### config.mk
export PLATFORM = sky130hd
export DESIGN_NAME = root_window_pattern_detector
export DESIGN_NICKNAME = d
export VERILOG_FILES = /design/src/rwpd_pkg.sv /design/src/rwpd_eval.sv /design/src/root_window_pattern_detector.sv
export SDC_FILE = /design/constraint.sdc
export NUM_CORES = 1
export LEC_CHECK = 0
export BUFFER_PORTS_ARGS = -buffer_cell sky130_fd_sc_hd__buf_2
export CORE_UTILIZATION = 55
export DETAILED_ROUTE_END_ITERATION = 8
export PLACE_DENSITY_LB_ADDON = 0.12
export SLEW_MARGIN = 20
export SYNTH_ARGS = -nofsm -noshare
export SYNTH_HDL_FRONTEND = slang
export SYNTH_SLANG_ARGS = --single-unit
### constraint.sdc
create_clock -name clk -period 9.53 [get_ports clk]
set_input_delay 0.4765 -clock clk [delete_from_list [all_inputs] [get_ports clk]]
set_output_delay 0.4765 -clock clk [all_outputs]
set_load 0.01 [all_outputs]
### src/rwpd_pkg.sv
// ----------------------------------------------------------------------------
// rwpd_pkg
// Shared types and codes for the root window pattern detector: sample and
// result payloads, window state, class, pattern and register index codes.
// ----------------------------------------------------------------------------
package rwpd_pkg;

    localparam int TOL_W = 31;
    localparam int VAL_W = 32;

    // sample classes
    localparam logic [1:0] CLS_POS     = 2'd0;
    localparam logic [1:0] CLS_NEG     = 2'd1;
    localparam logic [1:0] CLS_ZERO    = 2'd2;
    localparam logic [1:0] CLS_INVALID = 2'd3;

    // reported patterns
    localparam logic [1:0] PAT_NONE = 2'd0;
    localparam logic [1:0] PAT_ROOT = 2'd1;
    localparam logic [1:0] PAT_SIGN = 2'd2;
    localparam logic [1:0] PAT_EXTR = 2'd3;

    // configuration register indexes
    localparam logic CFG_ZERO_TOL = 1'b0;
    localparam logic CFG_EXTR_TOL = 1'b1;

    typedef struct packed {
        logic signed [VAL_W-1:0] sample_time;
        logic signed [VAL_W-1:0] sample_delta;
        logic                    sample_valid;
    } sample_t;

    typedef struct packed {
        logic        [1:0]       pattern;
        logic signed [VAL_W-1:0] first_time;
        logic signed [VAL_W-1:0] first_delta;
        logic signed [VAL_W-1:0] second_time;
        logic signed [VAL_W-1:0] second_delta;
    } result_t;

    // one stored window point
    typedef struct packed {
        logic [1:0]              cls;
        logic signed [VAL_W-1:0] delta;
        logic signed [VAL_W-1:0] time_val;
    } point_t;

    // previous and one-before points
    typedef struct packed {
        point_t prev;
        point_t old;
    } window_t;

endpackage

### src/rwpd_eval.sv
// ----------------------------------------------------------------------------
// rwpd_eval
// Classifies a new sample and matches root, sign change and extremum
// patterns against the two stored window points. Pure combinational.
// ----------------------------------------------------------------------------
module rwpd_eval
    import rwpd_pkg::*;
(
    input  sample_t          smp,
    input  window_t          win,
    input  logic [TOL_W-1:0] zero_tol,
    input  logic [TOL_W-1:0] extr_tol,
    output result_t          res,
    output point_t           point
);

    logic signed [VAL_W-1:0] d0;
    logic        [VAL_W:0]   v3;
    logic        [VAL_W:0]   v2;
    logic        [VAL_W:0]   v1;
    logic signed [VAL_W+1:0] d12;
    logic signed [VAL_W+1:0] d13;
    logic signed [VAL_W+1:0] a13;
    logic signed [VAL_W+3:0] d12_x4;
    logic signed [VAL_W+3:0] d13_x;
    logic [1:0]              c0;
    logic                    same_sign;
    logic                    hit;

    // magnitude of a 32-bit value in 33 bits
    function automatic logic [VAL_W:0] mag(input logic signed [VAL_W-1:0] v);
        logic [VAL_W:0] ext;
        ext = {v[VAL_W-1], v};
        mag = v[VAL_W-1] ? ((~ext) + {{VAL_W{1'b0}}, 1'b1}) : ext;
    endfunction

    // classify the new sample, an invalid one keeps zero
    always_comb
    begin
        d0 = smp.sample_valid ? smp.sample_delta : '0;
        v3 = mag(d0);
        if (!smp.sample_valid)
        begin
            c0 = CLS_INVALID;
        end
        else if (v3 <= {2'b00, zero_tol})
        begin
            c0 = CLS_ZERO;
        end
        else
        begin
            c0 = d0[VAL_W-1] ? CLS_NEG : CLS_POS;
        end
    end

    // magnitude differences across the window
    always_comb
    begin
        v2     = mag(win.prev.delta);
        v1     = mag(win.old.delta);
        d12    = $signed({1'b0, v2}) - $signed({1'b0, v1});
        d13    = $signed({1'b0, v3}) - $signed({1'b0, v1});
        a13    = d13[VAL_W+1] ? -d13 : d13;
        d12_x4 = {d12, 2'b00};
        d13_x  = {{2{d13[VAL_W+1]}}, d13};
        same_sign = (c0 == CLS_POS || c0 == CLS_NEG)
                    && win.prev.cls == c0 && win.old.cls == c0;
        hit = ((a13 <= $signed({3'b000, extr_tol})) && d12[VAL_W+1])
              || ((d13 > 0) && (d12_x4 < d13_x));
    end

    // pattern priority: root, sign change, extremum
    always_comb
    begin
        res = '0;
        priority if (c0 == CLS_ZERO)
        begin
            res.pattern      = PAT_ROOT;
            res.first_time   = smp.sample_time;
            res.first_delta  = d0;
            res.second_time  = smp.sample_time;
            res.second_delta = d0;
        end
        else if ((c0 == CLS_POS && win.prev.cls == CLS_NEG)
                 || (c0 == CLS_NEG && win.prev.cls == CLS_POS))
        begin
            res.pattern      = PAT_SIGN;
            res.first_time   = win.prev.time_val;
            res.first_delta  = win.prev.delta;
            res.second_time  = smp.sample_time;
            res.second_delta = d0;
        end
        else if (same_sign && hit)
        begin
            res.pattern      = PAT_EXTR;
            res.first_time   = win.old.time_val;
            res.first_delta  = win.old.delta;
            res.second_time  = smp.sample_time;
            res.second_delta = d0;
        end
        else
        begin
            res = '0;
        end
    end

    // point to shift into the window
    assign point.cls      = c0;
    assign point.delta    = d0;
    assign point.time_val = smp.sample_time;

endmodule

### src/root_window_pattern_detector.sv
// ----------------------------------------------------------------------------
// root_window_pattern_detector
// Each sample is held in the input register, then its result in the result
// register. Throughput is one sample per cycle while results are not stalled,
// set by the single combinational match stage between the two registers.
// A stalled result holds the input register.
// Reset clears the window to invalid points and both tolerances to 1.
// ----------------------------------------------------------------------------
module root_window_pattern_detector
    import rwpd_pkg::*;
(
    input  logic             clk,
    input  logic             rst_n,
    input  logic             smp_valid,
    output logic             smp_stall,
    input  sample_t          smp_data,
    output logic             det_valid,
    input  logic             det_stall,
    output result_t          det_data,
    input  logic             cfg_we,
    input  logic             cfg_index,
    input  logic [TOL_W-1:0] cfg_data
);

    logic             in_full_reg;
    sample_t          in_data_reg;
    logic             out_full_reg;
    result_t          out_data_reg;
    window_t          win_reg;
    window_t          win_next;
    logic [TOL_W-1:0] zero_tol_reg;
    logic [TOL_W-1:0] extr_tol_reg;
    logic             advance;
    result_t          res;
    point_t           point;

    // stage handshake
    assign advance   = in_full_reg && (!out_full_reg || !det_stall);
    assign smp_stall = in_full_reg && !advance;
    assign det_valid = out_full_reg;
    assign det_data  = out_data_reg;

    rwpd_eval u_eval (
        .smp      (in_data_reg),
        .win      (win_reg),
        .zero_tol (zero_tol_reg),
        .extr_tol (extr_tol_reg),
        .res      (res),
        .point    (point)
    );

    // window shift
    always_comb
    begin
        win_next      = win_reg;
        win_next.old  = win_reg.prev;
        win_next.prev = point;
    end

    // control and window state
    always_ff @(posedge clk or negedge rst_n)
    begin
        if (!rst_n)
        begin
            in_full_reg  <= 1'b0;
            out_full_reg <= 1'b0;
            win_reg      <= '{prev: '{cls: CLS_INVALID, delta: '0, time_val: '0},
                              old:  '{cls: CLS_INVALID, delta: '0, time_val: '0}};
            zero_tol_reg <= TOL_W'(1);
            extr_tol_reg <= TOL_W'(1);
        end
        else
        begin
            if (smp_valid && !smp_stall)
            begin
                in_full_reg <= 1'b1;
            end
            else if (advance)
            begin
                in_full_reg <= 1'b0;
            end

            if (advance)
            begin
                out_full_reg <= 1'b1;
                win_reg      <= win_next;
            end
            else if (!det_stall)
            begin
                out_full_reg <= 1'b0;
            end

            if (cfg_we)
            begin
                unique case (cfg_index)
                    CFG_ZERO_TOL: zero_tol_reg <= cfg_data;
                    CFG_EXTR_TOL: extr_tol_reg <= cfg_data;
                    default:      zero_tol_reg <= zero_tol_reg;
                endcase
            end
        end
    end

    // payload registers
    always_ff @(posedge clk)
    begin
        if (smp_valid && !smp_stall)
        begin
            in_data_reg <= smp_data;
        end
        if (advance)
        begin
            out_data_reg <= res;
        end
    end

endmodule

==> results.cfg <==
[yosys]
synth_top_family_by_area = simple AND/OR/NAND/NOR gates
netlist_area_um2 = 24440
synth_compound_area_share_pct = 17.63
synthSimpleGateAreaFrac_pct = 18.37
synthesis.instances = 2520
ys_seq_area_share_pct = 44.06
dominantRegCellSynth = edfxtp_1
synth_xor_area_share_pct = 6.164
ys_warn_count = 0
synth_top_area_cell = edfxtp_1
synth.area.mux_share_pct = 2.007
synth_seq_cells = 391
synth_async_sr_flop_share_pct = 50.13
yosysUniqueCellTypes = 111
synth_fa_ha_area_share_pct = 7.751
synth_top_area_share_pct = 23.96
synth.avg_cell_area_um2 = 9.698
synth_top_cells_by_area = edfxtp_1, dfrtp_1, ha_1, nand2_1, xnor2_1
synth_edf_count = 195

[critical_path]
slowest_stage = or4_1
path_buf_inv = 4
crit_path_end_kind = register
cp.depth = 35
required_ps = 9840
crit_type = register to register
critPathArrivalTime_ps = 9360
regToRegEndpoint = det_data[68]
critPathLaunchType = register
slowest_delay_ps = 740
critical_path.max_fanout = 53
rrSetupSlack_ps = 480
cpMostUsedCell = o21ai_0
rr_startpoint = in_data_reg[17]
path_delay_family = compound AO/OA/AOI/OAI gates
reg2regPathDepth = 35

[cts]
h-tree-depth = 2
clkSinkCount = 391
cts_tree = yes
clockRootBuffer = clkbuf_16
clock_path_buffers = 3
clk_pin_slew_ps = 60
cts_inserted_buffers = 42
clock_latency_ps = 580

[floorplan]
io_pins = 234
fp.dieH_um = 212.8
die_w_um = 212.8
core-area_um2 = 43460
dieArea_um2 = 45280
start_util_pct = 56.24
row_count = 76

[sta]
fin_crit_ps = 9050
setup_violations = 0
worst_slew_pin_slew_ps = 1028
slew-limit-headroom_pct = 31.49
finalMaxSlewViolations = 0
rsz0062_at_grt = no
max_freq_mhz = 110.5
skew_ps = 18.90
fin_crit_sh_pct = 94.96
fin_tns_setup_ps = 0
finalHoldViolations = 0

[global_route]
grt_pass1_wl_um = 111000
grt_max_degree = 144
grt_overflow_total = 0
antenna_found_initial = 1
first_global_vias = 19580
grt.total_usage_pct = 31.95

[routing]
vias = 20430
routedWlPerCell_um = 21.65
route.antenna.remaining_nets = 0
routed_wl_um = 72370
drt_iter0_markers = 1908
dr.pass1.iters = 6
post-route-drc-count = 0
vias_per_cell = 6.112

[layout]
multi_input_area_um2 = 12780
fin_cells = 3343
layout.nets = 2972
synthToLayoutAreaGrowth_pct = 12.81
register_area_um2 = 10770
fillerInstances = 3654
drive_gt1_share_pct = 16.32
largest_register_ffs = 130

[power]
powerDensity_nw_per_um2 = 277.0
vdd_drop_max_v = 0.0001756
leakage_uw = 0.01214

[job]
cap_violations = 0

[placement]
placedCellCount = 3263
port_buffers = 233
hpwl_um = 52750
place_congestion = 0.9719

[min_path]
min_from = smp_data[19]
min_to = in_data_reg[19]
hold_depth = 1
hold_class = primary input to register

[run_status]
status = complete, no violations
-- cells in the final DEF (no fill, tap or decap), types with 26 or more instances in the layout --
| cell | count |
|---|---|
| o21ai_0 | 119 |
| buf_2 | 232 |
| nor2_1 | 108 |
| xor2_1 | 40 |
| xnor2_1 | 122 |
| a21oi_1 | 123 |
| and2_1 | 88 |
| inv_1 | 117 |
| a221o_1 | 58 |
| ha_1 | 145 |
| nand2_1 | 426 |
| buf_4 | 36 |
| clkbuf_16 | 42 |
| a21boi_1 | 32 |
| or3_1 | 26 |
| nor3_1 | 32 |
| mux2_2 | 40 |
| a21o_1 | 44 |
| o31ai_1 | 52 |
| dfrtp_1 | 190 |
| nand3_1 | 42 |
| nand4_1 | 38 |
| edfxtp_1 | 195 |
-- metrics by stage --
stage / area [um^2] / hold slack [ps] / setup slack (ps) / total power, uW / utilization, %
finish: 27570 / 68.91 / 479.9 / 7636 / 63.45
global route: 27570 / 51.29 / 6.619 / 8164 / 63.44
CTS: 27530 / 43.51 / 387.6 / 7618 / 63.34
detailed placement: 26210 / 450.6 / 435.3 / 6020 / 60.31
global placement: 26210 / 449.1 / 684.7 / 5950 / 60.31
floorplan: 24450 / 180.9 / 834.9 / 4949 / -
-- metal layers --
metal	global-route usage, %	share of wire, %	vias up
met5	0	0.023	-
met4	12.01	4.0	2
met3	4.898	6.4	171
met2	52.04	47	833
met1	43.03	43	9885
li1	-	-	9543
-- kinds of logic after synthesis --
family	Yosys count
DFF	391
AOI/OAI and AO/OA	605
xor gates and xnor gates	167
and+or+nand+nor	922
other	2
adders and majority gates	151
muxes	44
buffers and inverters	238
-- power by group --
| part | switching [uW] | internal (uW) |
|---|---|---|
| Clock | 694 | 872 |
| Sequential | 185 | 2020 |
| Combinational | 2290 | 1570 |
-- synthesized netlist by cell type (all sizes together) (33+ instances only) --
cell type	number
nand2	427
edfxtp	195
dfrtp	190
ha	145
o21ai	127
a21oi	125
xnor2	125
inv	120
nor2	111
and2	91
clkbuf	88
a221o	58
o31ai	54
a21o	44
nand3	44
xor2	41
mux2	40
nand4	39
a21boi	36
nor3	33
-- worst max-delay path by stage --
stage | from | to | slack, ps
after global routing | in_data_reg[17] | det_data[82] | 7
final | in_data_reg[17] | det_data[68] | 480
after detailed placement | in_data_reg[17] | det_data[68] | 440
after global placement | in_data_reg[17] | det_data[119] | 680
after CTS | in_data_reg[17] | det_data[68] | 390
after floorplan | in_data_reg[0] | det_data[69] | 830
-- layout make-up --
type / instances / area share, %
Clock buffer: 64 / 4.329
Timing Repair Buffer: 273 / 5.464
Multi-Input combinational cell: 1893 / 46.37
Sequential cell: 391 / 39.05
Tap cell: 585 / 2.655
Inverter: 122 / 1.711
Antenna cell: 1 / 0.009076
Clock inverter: 14 / 0.4084
-- what timing repair did --
item | 4_1_cts | 5_1_grt
resized for setup | 0 | 6
setup buffers | 0 | 0
hold buffers | 1 | 0
hold endpoints to repair | 64 | 0
setup endpoints to repair | 0 | 130
No activity file was read; power rests on OpenSTA's default activity.
